==> config.mk <==
export PLATFORM = sky130hd
export DESIGN_NAME = servo_pose_interpolator_unit
export DESIGN_NICKNAME = d
export VERILOG_FILES = /design/src/rtl/core/spint_pkg.sv /design/src/rtl/core/spint_div.sv /design/src/rtl/core/spint_dp.sv /design/src/rtl/core/spint_ctrl.sv /design/src/rtl/core/servo_pose_interpolator_unit.sv
export SDC_FILE = /design/constraint.sdc
export NUM_CORES = 2
export LEC_CHECK = 0
export BUFFER_PORTS_ARGS = -buffer_cell sky130_fd_sc_hd__clkbuf_2
export CAP_MARGIN = 20
export CORE_UTILIZATION = 58
export DETAILED_ROUTE_END_ITERATION = 8
export HOLD_SLACK_MARGIN = 0.02
export PLACE_DENSITY_LB_ADDON = 0.1
export SLEW_MARGIN = 10
export SYNTH_ARGS = -nofsm -noshare
export SYNTH_HDL_FRONTEND = slang
export SYNTH_SLANG_ARGS = --single-unit
==> constraint.sdc <==
create_clock -name clk -period 11.02 [get_ports clk]
set_input_delay 2.204 -clock clk [delete_from_list [all_inputs] [get_ports clk]]
set_output_delay 2.204 -clock clk [all_outputs]
set_load 0.03 [all_outputs]
==> src/rtl/core/spint_pkg.sv <==
// Shared types and constants for the servo pose interpolator.
// Used by spint_div, spint_dp, spint_ctrl and servo_pose_interpolator_unit.
`default_nettype none
package spint_pkg;

  localparam int MAX_SLOTS_DEF  = 16;
  localparam int POSE_SHIFT_DEF = 3;

  localparam int CNT_W  = 5;   // slot counts and indexes
  localparam int POSE_W = 16;
  localparam int DVD_W  = 17;  // divider dividend / quotient
  localparam int DVS_W  = 16;  // divider divisor

  localparam logic [2:0] FN_LOAD   = 3'd0;
  localparam logic [2:0] FN_SETCUR = 3'd1;
  localparam logic [2:0] FN_START  = 3'd2;
  localparam logic [2:0] FN_ABORT  = 3'd3;
  localparam logic [2:0] FN_FRAME  = 3'd4;

  localparam logic [0:0] REG_FRAME_TIME  = 1'd0;
  localparam logic [0:0] REG_SERVO_COUNT = 1'd1;

  localparam logic [7:0] HDR_BYTE     = 8'hFF;
  localparam logic [7:0] BCAST_ID     = 8'hFE;
  localparam logic [7:0] SYNC_WRITE   = 8'h83;
  localparam logic [7:0] GOAL_POS_REG = 8'h1E;
  localparam logic [7:0] GOAL_POS_LEN = 8'h02;
  localparam logic [11:0] FAIL_POS    = 12'd512;
  localparam logic [7:0] FRAME_TIME_RST = 8'd20;

  typedef enum logic [4:0] {
    DP_NOP,
    DP_CAPTURE,
    DP_LOAD,
    DP_SETCUR,
    DP_START_INIT,
    DP_ITERS,
    DP_SLOT_EQ,
    DP_SLOT_DIV,
    DP_SLOT_WR,
    DP_START_FIN,
    DP_ABORT_STEP,
    DP_ABORT_FIN,
    DP_SCAN_STEP,
    DP_BODY_INIT,
    DP_SKIP,
    DP_EMIT,
    DP_FRAME_FIN
  } dp_op_t;

  typedef enum logic [1:0] {
    SEL_HDR,
    SEL_BODY,
    SEL_CSUM
  } emit_sel_t;

  typedef struct packed {
    dp_op_t    op;
    emit_sel_t sel;
  } dp_cmd_t;

  typedef struct packed {
    logic idx_end_n;
    logic idx_end_lim;
    logic differ;
    logic goal_differ;
    logic moving_zero;
    logic div_done;
    logic hb_last;
    logic sb_last;
  } dp_status_t;

endpackage
`default_nettype wire

==> src/rtl/core/spint_div.sv <==
// Restoring serial divider, one quotient bit per cycle.
// Depends on spint_pkg for widths.
`default_nettype none
module spint_div
  import spint_pkg::*;
(
  input  wire logic             clk,
  input  wire logic             rst_n,
  input  wire logic             start,
  input  wire logic [DVD_W-1:0] dividend,
  input  wire logic [DVS_W-1:0] divisor,
  output logic                  busy,
  output logic                  done,
  output logic [DVD_W-1:0]      quotient
);

  logic [DVD_W-1:0] quo_r;
  logic [DVS_W-1:0] rem_r;
  logic [DVS_W-1:0] dvs_r;
  logic [4:0]       cnt_r;
  logic             busy_r;
  logic             done_r;
  logic [DVS_W:0]   trial;
  logic [DVS_W:0]   diff;
  logic             ge;

  assign trial = {rem_r, quo_r[DVD_W-1]};
  assign diff  = trial - {1'b0, dvs_r};
  assign ge    = trial >= {1'b0, dvs_r};

  always_ff @(posedge clk) begin
    if (!rst_n) begin
      busy_r <= 1'b0;
      done_r <= 1'b0;
      cnt_r  <= '0;
    end else begin
      done_r <= 1'b0;
      if (start) begin
        busy_r <= 1'b1;
        cnt_r  <= 5'(DVD_W);
      end else if (busy_r) begin
        cnt_r <= cnt_r - 5'd1;
        if (cnt_r == 5'd1) begin
          busy_r <= 1'b0;
          done_r <= 1'b1;
        end
      end
    end
  end

  always_ff @(posedge clk) begin
    if (start) begin
      quo_r <= dividend;
      rem_r <= '0;
      dvs_r <= divisor;
    end else if (busy_r) begin
      rem_r <= ge ? diff[DVS_W-1:0] : trial[DVS_W-1:0];
      quo_r <= {quo_r[DVD_W-2:0], ge};
    end
  end

  assign busy     = busy_r;
  assign done     = done_r;
  assign quotient = quo_r;

endmodule
`default_nettype wire

==> src/rtl/core/spint_dp.sv <==
// Datapath: slot state arrays, config registers, counters, packet bytes.
// Depends on spint_pkg and spint_div.
`default_nettype none
module spint_dp
  import spint_pkg::*;
#(
  parameter int MAX_SLOTS  = MAX_SLOTS_DEF,
  parameter int POSE_SHIFT = POSE_SHIFT_DEF
) (
  input  wire logic        clk,
  input  wire logic        rst_n,
  input  wire dp_cmd_t     cmd,
  output dp_status_t       status,
  input  wire logic [2:0]  in_func,
  input  wire logic [3:0]  in_slot,
  input  wire logic [7:0]  in_servo_id,
  input  wire logic [11:0] in_position,
  input  wire logic        in_read_failed,
  input  wire logic [15:0] in_move_time_ms,
  input  wire logic        cfg_fire,
  input  wire logic [0:0]  cfg_index,
  input  wire logic [7:0]  cfg_data,
  output logic [7:0]       out_packet_byte,
  output logic             out_last,
  output logic [4:0]       out_moving_count
);

  localparam int AW = (MAX_SLOTS > 1) ? $clog2(MAX_SLOTS) : 1;
  localparam logic [CNT_W-1:0] MAXC = CNT_W'(MAX_SLOTS);

  logic [POSE_W-1:0] cur_r  [MAX_SLOTS];
  logic [POSE_W-1:0] tgt_r  [MAX_SLOTS];
  logic [POSE_W-1:0] step_r [MAX_SLOTS];
  logic [7:0]        id_r   [MAX_SLOTS];
  logic [11:0]       goal_r [MAX_SLOTS];

  logic [7:0]        frame_time_r;
  logic [CNT_W-1:0]  servo_count_r;
  logic [CNT_W-1:0]  slots_in_use_r;
  logic [CNT_W-1:0]  moving_r;
  logic [CNT_W-1:0]  idx_r;
  logic [CNT_W-1:0]  k_r;
  logic [CNT_W-1:0]  still_r;
  logic signed [6:0] cnt_r;
  logic [7:0]        sum_r;
  logic [2:0]        hb_r;
  logic [1:0]        sb_r;
  logic [DVS_W-1:0]  iters_r;
  logic [15:0]       mtime_r;
  logic [7:0]        sid_r;
  logic [11:0]       pos_r;
  logic              failed_r;

  logic [AW-1:0]     a;
  logic              idx_ok;
  logic [POSE_W-1:0] cur, tgt, st, delta, newcur, goal_s, gdist;
  logic              up, snap;
  logic [CNT_W-1:0]  n_act;
  logic [7:0]        ft;
  logic [7:0]        len;
  logic [POSE_W-1:0] pout;
  logic [7:0]        hdr_byte, body_byte, byte_out;
  logic [11:0]       p_set;
  logic              div_start, div_busy, div_done;
  logic [DVD_W-1:0]  div_dvd, quo;
  logic [DVS_W-1:0]  div_dvs;
  logic signed [6:0] cnt_dec;

  assign a      = idx_r[AW-1:0];
  assign idx_ok = idx_r < MAXC;
  assign cur    = cur_r[a];
  assign tgt    = tgt_r[a];
  assign st     = step_r[a];
  assign up     = tgt > cur;
  assign delta  = up ? tgt - cur : cur - tgt;
  assign snap   = delta <= st;
  assign newcur = snap ? tgt : (up ? cur + st : cur - st);
  assign goal_s = POSE_W'({4'b0, goal_r[a]} << POSE_SHIFT);
  assign gdist  = (goal_s > cur) ? goal_s - cur : cur - goal_s;
  assign n_act  = (servo_count_r > MAXC) ? MAXC : servo_count_r;
  assign ft     = (frame_time_r == 8'd0) ? 8'd1 : frame_time_r;
  assign len    = 8'd4 + 8'({k_r, 1'b0}) + 8'(k_r);
  assign pout   = newcur >> POSE_SHIFT;
  assign p_set  = failed_r ? FAIL_POS : pos_r;
  assign cnt_dec = (st != '0) ? cnt_r - 7'sd1 : cnt_r;

  always_comb begin
    case (hb_r)
      3'd0, 3'd1: hdr_byte = HDR_BYTE;
      3'd2:       hdr_byte = BCAST_ID;
      3'd3:       hdr_byte = len;
      3'd4:       hdr_byte = SYNC_WRITE;
      3'd5:       hdr_byte = GOAL_POS_REG;
      default:    hdr_byte = GOAL_POS_LEN;
    endcase
  end

  always_comb begin
    case (sb_r)
      2'd0:    body_byte = id_r[a];
      2'd1:    body_byte = pout[7:0];
      default: body_byte = pout[15:8];
    endcase
  end

  always_comb begin
    case (cmd.sel)
      SEL_HDR:  byte_out = hdr_byte;
      SEL_BODY: byte_out = body_byte;
      default:  byte_out = ~sum_r;
    endcase
  end

  assign div_start = (cmd.op == DP_START_INIT) || (cmd.op == DP_SLOT_DIV);
  assign div_dvd   = (cmd.op == DP_START_INIT) ?
                     DVD_W'(mtime_r) + DVD_W'(ft) - DVD_W'(1) : DVD_W'(gdist);
  assign div_dvs   = (cmd.op == DP_START_INIT) ? DVS_W'(ft) : iters_r;

  spint_div u_div (
    .clk      (clk),
    .rst_n    (rst_n),
    .start    (div_start),
    .dividend (div_dvd),
    .divisor  (div_dvs),
    .busy     (div_busy),
    .done     (div_done),
    .quotient (quo)
  );

  // config and control counters
  always_ff @(posedge clk) begin
    if (!rst_n) begin
      frame_time_r   <= FRAME_TIME_RST;
      servo_count_r  <= '0;
      slots_in_use_r <= '0;
      moving_r       <= '0;
      idx_r          <= '0;
      k_r            <= '0;
      still_r        <= '0;
      cnt_r          <= '0;
      sum_r          <= '0;
      hb_r           <= '0;
      sb_r           <= '0;
    end else begin
      if (cfg_fire) begin
        if (cfg_index == REG_FRAME_TIME) frame_time_r <= cfg_data;
        else servo_count_r <= cfg_data[CNT_W-1:0];
      end
      case (cmd.op)
        DP_CAPTURE: begin
          idx_r   <= (in_func == FN_LOAD || in_func == FN_SETCUR) ?
                     {1'b0, in_slot} : '0;
          k_r     <= '0;
          still_r <= '0;
          sum_r   <= '0;
          hb_r    <= '0;
          sb_r    <= '0;
          cnt_r   <= 7'(moving_r);
        end
        DP_SETCUR: begin
          if (idx_ok && st != '0 && moving_r != '0) moving_r <= moving_r - 1'b1;
        end
        DP_START_INIT: begin
          if (n_act >= slots_in_use_r) slots_in_use_r <= n_act;
        end
        DP_SLOT_EQ: begin
          cnt_r <= cnt_dec;
          idx_r <= idx_r + 1'b1;
        end
        DP_SLOT_WR: begin
          cnt_r <= cnt_dec + 7'sd1;
          idx_r <= idx_r + 1'b1;
        end
        DP_START_FIN: begin
          if (cnt_r < 0) moving_r <= '0;
          else if (cnt_r > 7'sd31) moving_r <= 5'd31;
          else moving_r <= cnt_r[4:0];
        end
        DP_ABORT_STEP: idx_r <= idx_r + 1'b1;
        DP_ABORT_FIN:  moving_r <= '0;
        DP_SCAN_STEP: begin
          if (tgt != cur) begin
            k_r <= k_r + 1'b1;
            if (!snap) still_r <= still_r + 1'b1;
          end
          idx_r <= idx_r + 1'b1;
        end
        DP_BODY_INIT: idx_r <= '0;
        DP_SKIP:      idx_r <= idx_r + 1'b1;
        DP_EMIT: begin
          if (cmd.sel == SEL_HDR) begin
            if (hb_r >= 3'd2) sum_r <= sum_r + byte_out;
            hb_r <= hb_r + 3'd1;
          end else if (cmd.sel == SEL_BODY) begin
            sum_r <= sum_r + byte_out;
            if (sb_r == 2'd2) begin
              sb_r  <= '0;
              idx_r <= idx_r + 1'b1;
            end else begin
              sb_r <= sb_r + 2'd1;
            end
          end
        end
        DP_FRAME_FIN: moving_r <= still_r;
        default: ;
      endcase
    end
  end

  // slot arrays with reset value zero
  always_ff @(posedge clk) begin
    if (!rst_n) begin
      for (int i = 0; i < MAX_SLOTS; i++) begin
        cur_r[i]  <= '0;
        tgt_r[i]  <= '0;
        step_r[i] <= '0;
        id_r[i]   <= '0;
      end
    end else begin
      case (cmd.op)
        DP_LOAD: if (idx_ok) id_r[a] <= sid_r;
        DP_SETCUR: begin
          if (idx_ok) begin
            cur_r[a]  <= POSE_W'({4'b0, p_set} << POSE_SHIFT);
            tgt_r[a]  <= POSE_W'({4'b0, p_set} << POSE_SHIFT);
            step_r[a] <= '0;
          end
        end
        DP_SLOT_EQ: begin
          tgt_r[a]  <= goal_s;
          step_r[a] <= '0;
        end
        DP_SLOT_WR: begin
          tgt_r[a]  <= goal_s;
          step_r[a] <= quo[DVS_W-1:0] + 16'd1;
        end
        DP_ABORT_STEP: begin
          tgt_r[a]  <= cur;
          step_r[a] <= '0;
        end
        DP_EMIT: begin
          if (cmd.sel == SEL_BODY && sb_r == 2'd2) begin
            cur_r[a] <= newcur;
            if (snap) step_r[a] <= '0;
          end
        end
        default: ;
      endcase
    end
  end

  always_ff @(posedge clk) begin
    if (cmd.op == DP_LOAD && idx_ok) goal_r[a] <= pos_r;
  end

  always_ff @(posedge clk) begin
    if (cmd.op == DP_CAPTURE) begin
      mtime_r  <= in_move_time_ms;
      sid_r    <= in_servo_id;
      pos_r    <= in_position;
      failed_r <= in_read_failed;
    end
    if (cmd.op == DP_ITERS)
      iters_r <= (quo == '0) ? DVS_W'(1) : quo[DVS_W-1:0];
  end

  assign status.idx_end_n   = idx_r >= n_act;
  assign status.idx_end_lim = idx_r >= slots_in_use_r;
  assign status.differ      = tgt != cur;
  assign status.goal_differ = goal_s != cur;
  assign status.moving_zero = moving_r == '0;
  assign status.div_done    = div_done;
  assign status.hb_last     = hb_r == 3'd6;
  assign status.sb_last     = sb_r == 2'd2;

  assign out_packet_byte  = byte_out;
  assign out_last         = cmd.sel == SEL_CSUM;
  assign out_moving_count = still_r;

  a_still_le_k: assert property (@(posedge clk) disable iff (!rst_n) still_r <= k_r)
    else $error("still count exceeds moving slot count");
  a_idx_bound: assert property (@(posedge clk) disable iff (!rst_n) idx_r <= MAXC)
    else $error("slot index beyond slot count");
  a_siu_bound: assert property (@(posedge clk) disable iff (!rst_n)
    slots_in_use_r <= MAXC)
    else $error("slots in use beyond slot count");
  a_div_free: assert property (@(posedge clk) disable iff (!rst_n) div_start |-> !div_busy)
    else $error("divider started while busy");

endmodule
`default_nettype wire

==> src/rtl/core/spint_ctrl.sv <==
// Sequencer for the interpolator: decodes items and steps the datapath.
// Depends on spint_pkg.
`default_nettype none
module spint_ctrl
  import spint_pkg::*;
(
  input  wire logic       clk,
  input  wire logic       rst_n,
  input  wire logic       in_valid,
  output logic            in_ready,
  input  wire logic [2:0] in_func,
  output logic            out_valid,
  input  wire logic       out_ready,
  output dp_cmd_t         cmd,
  input  wire dp_status_t status
);

  typedef enum logic [3:0] {
    S_IDLE, S_LOAD, S_SETCUR, S_ITER, S_ITER_WAIT, S_SLOT, S_SLOT_WAIT,
    S_ABORT, S_SCAN, S_HDR, S_BODY, S_BYTES, S_CSUM
  } state_t;

  state_t state_r, state_nxt;
  logic   fire;

  assign in_ready  = state_r == S_IDLE;
  assign out_valid = (state_r == S_HDR) || (state_r == S_BYTES) || (state_r == S_CSUM);
  assign fire      = out_valid && out_ready;

  always_comb begin
    state_nxt = state_r;
    cmd.op    = DP_NOP;
    cmd.sel   = SEL_HDR;
    case (state_r)
      S_IDLE: begin
        if (in_valid) begin
          cmd.op = DP_CAPTURE;
          case (in_func)
            FN_LOAD:   state_nxt = S_LOAD;
            FN_SETCUR: state_nxt = S_SETCUR;
            FN_START:  state_nxt = S_ITER;
            FN_ABORT:  state_nxt = S_ABORT;
            FN_FRAME:  state_nxt = S_SCAN;
            default:   state_nxt = S_IDLE;
          endcase
        end
      end
      S_LOAD: begin
        cmd.op = DP_LOAD;
        state_nxt = S_IDLE;
      end
      S_SETCUR: begin
        cmd.op = DP_SETCUR;
        state_nxt = S_IDLE;
      end
      S_ITER: begin
        cmd.op = DP_START_INIT;
        state_nxt = S_ITER_WAIT;
      end
      S_ITER_WAIT: begin
        if (status.div_done) begin
          cmd.op = DP_ITERS;
          state_nxt = S_SLOT;
        end
      end
      S_SLOT: begin
        if (status.idx_end_n) begin
          cmd.op = DP_START_FIN;
          state_nxt = S_IDLE;
        end else if (!status.goal_differ) begin
          cmd.op = DP_SLOT_EQ;
        end else begin
          cmd.op = DP_SLOT_DIV;
          state_nxt = S_SLOT_WAIT;
        end
      end
      S_SLOT_WAIT: begin
        if (status.div_done) begin
          cmd.op = DP_SLOT_WR;
          state_nxt = S_SLOT;
        end
      end
      S_ABORT: begin
        if (status.idx_end_n) begin
          cmd.op = DP_ABORT_FIN;
          state_nxt = S_IDLE;
        end else begin
          cmd.op = DP_ABORT_STEP;
        end
      end
      S_SCAN: begin
        if (status.moving_zero) begin
          state_nxt = S_IDLE;
        end else if (status.idx_end_lim) begin
          cmd.op = DP_BODY_INIT;
          state_nxt = S_HDR;
        end else begin
          cmd.op = DP_SCAN_STEP;
        end
      end
      S_HDR: begin
        cmd.sel = SEL_HDR;
        if (fire) begin
          cmd.op = DP_EMIT;
          if (status.hb_last) state_nxt = S_BODY;
        end
      end
      S_BODY: begin
        cmd.sel = SEL_BODY;
        if (status.idx_end_lim) state_nxt = S_CSUM;
        else if (!status.differ) cmd.op = DP_SKIP;
        else state_nxt = S_BYTES;
      end
      S_BYTES: begin
        cmd.sel = SEL_BODY;
        if (fire) begin
          cmd.op = DP_EMIT;
          if (status.sb_last) state_nxt = S_BODY;
        end
      end
      S_CSUM: begin
        cmd.sel = SEL_CSUM;
        if (fire) begin
          cmd.op = DP_FRAME_FIN;
          state_nxt = S_IDLE;
        end
      end
      default: state_nxt = S_IDLE;
    endcase
  end

  always_ff @(posedge clk) begin
    if (!rst_n) state_r <= S_IDLE;
    else state_r <= state_nxt;
  end

  a_csum_done: assert property (@(posedge clk) disable iff (!rst_n)
    (state_r == S_CSUM && fire) |=> in_ready)
    else $error("no return to idle after checksum transfer");
  a_wait_hold: assert property (@(posedge clk) disable iff (!rst_n)
    (state_r == S_SLOT_WAIT && !status.div_done) |=> state_r == S_SLOT_WAIT)
    else $error("left divider wait early");
  a_no_overlap: assert property (@(posedge clk) disable iff (!rst_n)
    !(in_ready && out_valid))
    else $error("input taken while packet pending");

endmodule
`default_nettype wire

==> src/rtl/core/servo_pose_interpolator_unit.sv <==
// Servo pose interpolator top: load, set-current, abort and start items. Start
// runs the serial divider (one quotient bit a cycle) once for the frame count
// and once per slot whose goal differs from its pose. A frame tick with moving
// slots scans the slots in use (one a cycle), sends 8 + 3*k bytes (one per
// transfer). One item at a time. Sync active-low reset clears slots but goals.
`default_nettype none
module servo_pose_interpolator_unit
  import spint_pkg::*;
#(
  parameter int MAX_SLOTS  = MAX_SLOTS_DEF,
  parameter int POSE_SHIFT = POSE_SHIFT_DEF
) (
  input  wire logic        clk,
  input  wire logic        rst_n,
  input  wire logic        in_valid,
  output logic             in_ready,
  input  wire logic [2:0]  in_func,
  input  wire logic [3:0]  in_slot,
  input  wire logic [7:0]  in_servo_id,
  input  wire logic [11:0] in_position,
  input  wire logic        in_read_failed,
  input  wire logic [15:0] in_move_time_ms,
  output logic             out_valid,
  input  wire logic        out_ready,
  output logic [7:0]       out_packet_byte,
  output logic             out_last,
  output logic [4:0]       out_moving_count,
  input  wire logic        cfg_valid,
  output logic             cfg_ready,
  input  wire logic [0:0]  cfg_index,
  input  wire logic [7:0]  cfg_data
);

  dp_cmd_t    cmd;
  dp_status_t status;

  assign cfg_ready = 1'b1;

  spint_ctrl u_ctrl (
    .clk       (clk),
    .rst_n     (rst_n),
    .in_valid  (in_valid),
    .in_ready  (in_ready),
    .in_func   (in_func),
    .out_valid (out_valid),
    .out_ready (out_ready),
    .cmd       (cmd),
    .status    (status)
  );

  spint_dp #(
    .MAX_SLOTS  (MAX_SLOTS),
    .POSE_SHIFT (POSE_SHIFT)
  ) u_dp (
    .clk              (clk),
    .rst_n            (rst_n),
    .cmd              (cmd),
    .status           (status),
    .in_func          (in_func),
    .in_slot          (in_slot),
    .in_servo_id      (in_servo_id),
    .in_position      (in_position),
    .in_read_failed   (in_read_failed),
    .in_move_time_ms  (in_move_time_ms),
    .cfg_fire         (cfg_valid && cfg_ready),
    .cfg_index        (cfg_index),
    .cfg_data         (cfg_data),
    .out_packet_byte  (out_packet_byte),
    .out_last         (out_last),
    .out_moving_count (out_moving_count)
  );

endmodule
`default_nettype wire
==> results.yml <==
detailed_routing:
  first_pass_iters: 9
  drtIter0Drc: 5291
  vias: 40870
  detail_route.wirelength_um: 177300
  vias_per_cell: 6.540
  wire_per_inst_um: 28.38
  drcViolationCount: 10
  drtAntennaViolNets: 0
synthesis:
  yosysMostFrequentCell: "edfxtp_1"
  ys_seq_area_share_pct: 59.80
  synth-edff-count: 1174
  synthTopCellsByArea: "edfxtp_1 (57%), mux4_2 (11%), nor2_1 (5.1%), ha_1 (3.4%), dfxtp_1 (2.9%)"
  synthFlopType: "edfxtp_1"
  yosys-top-cells-count: "edfxtp_1 (1174), nor2_1 (837), mux4_2 (314)"
  yosysTopAreaCell: "edfxtp_1"
  ys_warn_count: 0
  synth-async-reset-ratio_pct: 0
  synthesis.area_mm2: 0.06193
  syn_area_per_cell_um2: 12.95
  synth_cell_types: 92
  synthesis.instances: 4782
  yosysTopAreaCellShare_pct: 56.93
  ys_seq_elements: 1263
  syn_nets: 5018
sta:
  setup_viol: 0
  slew_violations: 0
  skew_ns: 0.06546
  period_needed_ns: 10.77
  rsz0062_at_grt: "no"
  fmax_mhz: 92.88
  timing.final.crit_share_pct: 97.70
  slew_headroom_pct: 14.03
  hold_viol: 0
  tightest_slew_ns: 1.290
  fin_tns_setup_ns: 0
  worst_slack_ns: 0.2536
outcome:
  status: "finished, violations left"
  violations: "design-rule violations"
floorplanning:
  initial_core_util_pct: 58.66
  die_x_um: 328.8
  chipHeight_um: 328.8
  ioPinCount: 75
  row_count: 119
  dieArea_mm2: 0.1081
  core_mm2: 0.1056
cts:
  cts_root_buffer: "clkbuf_16"
  worstSkewPairLatency_ns: 0.76
  clk_pin_slew_ns: 0.07
  cts_sinks: 1263
  ctsHtreeMaxLevel: 3
  cts_buffers: 121
  cts_tree: "built"
  clock_path_buffers: 3
job:
  cap_violations: 0
setup_path:
  cp.required_ns: 8.82
  worst_setup_path_start_kind: "flop"
  worstPathMaxFanout: 34
  cpPeakStageDelay_ns: 0.65
  crit_top_cell: "a21o_1"
  slowest_stage: "mux4_2"
  worstSetupPathType: "reg2out"
  arrival_ns: 8.56
  endpoint_kind: "primary output"
final_layout:
  diodes: 0
  final_nets: 4997
  area_growth_pct: 9.611
  drive_gt1_share_pct: 16.84
  design_area_mm2: 0.06788
hold_path:
  hold_class: "reg2reg"
place:
  gp_congestion: 0.9981
  portBuffers: 73
  dpl_cell_area_mm2: 0.06352
  pre_cts_ws_ns: 0.8504
  hpwl_um: 117600
power:
  powerDensity_mw_per_mm2: 268.7
  peakVddDrop_mv: 0.4403
  p_leak_nw: 23.48
global_route:
  grt_pass1_wl_um: 259500
  antenna_found_initial: 6
  track_usage_pct: 32.76
  grt.overflow.total: 0
  grt_max_degree: 257
  first_global_vias: 39510
## through the flow
step / hold WS, ns / utilization, % / cells / power (mW)
after floorplan: 0.4361 / - / 4782 / 11.35
after global placement: 0.4485 / 60.14 / 5993 / 13.76
after detailed placement: 0.4685 / 60.17 / 5996 / 13.75
after CTS: 0.4761 / 63.98 / 6216 / 17.98
after global routing: 0.5047 / 64.30 / 6249 / 19.00
final: 0.4736 / 64.30 / 6249 / 18.24
## flip-flops by register name, indices dropped and copies added (netlist names), 7 cells and up, named ones only
name,count
u_dp.pos_r,12
u_dp.u_div.quotient,17
u_dp.u_div.dvs_r,16
u_dp.cnt_r,7
u_dp.cur_r,256
u_dp.sid_r,8
u_dp.frame_time_r,8
u_dp.u_div.rem_r,16
u_dp.iters_r,16
u_dp.mtime_r,16
u_dp.id_r,128
u_dp.goal_r,192
u_dp.step_r,256
u_dp.tgt_r,256
u_dp.sum_r,8
## cell type report
cell class | count | area (um^2)
timing repair buffer | 214 | 1551
clock buffer | 147 | 3177
multi-input combinational | 2973 | 22820
inverter | 188 | 708.2
tap | 1391 | 1740
fill | 7845 | 37680
clock inverter | 73 | 842.1
sequential | 1263 | 37050
## cells in the final DEF, fill, tap and decap left out, drive strengths merged, types with 12 or more instances in the layout
cell type	Yosys	layout
xnor2	68	68
a22o	14	14
nand2b	24	24
a21o	44	44
buf	120	140
nor3	305	305
nor2b	52	52
mux4	314	314
a221oi	16	16
inv	185	190
a211oi	35	35
or3	28	28
a31oi	26	26
nand2	229	229
o211ai	15	15
bufinv	0	14
dfxtp	89	89
ha	170	170
clkbuf	238	221
mux2i	57	57
nor4	14	14
nor2	837	837
and3	17	17
nand3	75	75
o21ai	157	157
and2	22	22
a21oi	171	171
edfxtp	1174	1174
a22oi	22	22
xor2	42	42
mux2	19	19
o21a	22	22
clkinv	3	48
nand4	22	22
or2	12	12
## cells by family (layout without fill, tap and decap cells)
kind of cell               Yosys count  count (layout)  share of synthesized area [%]
adders and majority gates          178             178                          3.693
xor gates and xnor gates           110             110                          1.556
AOI/OAI and AO/OA                  617             617                          6.366
muxes                              390             390                          12.83
other                                1               1                       0.006055
and+or+nand+nor                   1677            1677                          12.08
buffers and inverters              546             622                          3.671
DFF                               1263            1263                          59.80
## critical path: cells and delay by family, from the launching register on
kind                     cells  cell delay [ns]
AND/OR/NAND/NOR              5             1.15
multiplexers                 2             1.17
flip-flops                   1             0.48
AO/OA/AOI/OAI               13             2.93
buffers and inverters        6             1.31
adder cells (fa/ha/maj)      2             0.55
XOR/XNOR                     1             0.18
## path summary, 6_finish.rpt
kind	to	cells past startpoint	from	slack [ns]
hold reg to reg	u_dp.u_div.rem_r[15]	2	u_dp.u_div.rem_r[15]	0.47
setup reg to reg	u_dp.sum_r[7]	40	flop	1.05
hold / removal	u_dp.u_div.rem_r[15]	2	u_dp.u_div.rem_r[15]	0.47
setup / recovery	out_packet_byte[3]	29	flop	0.25
## timing repair
item                                    CTS  global route
hold buffers                              0             0
endpoints found under the hold margin     0             0
buffers inserted                          0             8
resized for setup                         0             6
endpoints found under the setup margin    0             8
## routing by layer
layer  GRT usage, %  part of all wire [%]  up-vias
met4          13.93                   4.6        6
met5              0                 0.023        -
li1               -                     -    17800
met3          5.053                   9.2      374
met1          45.57                    39    20540
met2          51.75                    47     2150
## power breakdown
group	switching, mW	leakage [nW]	internal (mW)
sequential	0.274	12.5	5.69
combinational	5.04	9.04	2.98
clock	1.87	1.93	2.39
Power figures use the tool's default switching activity.
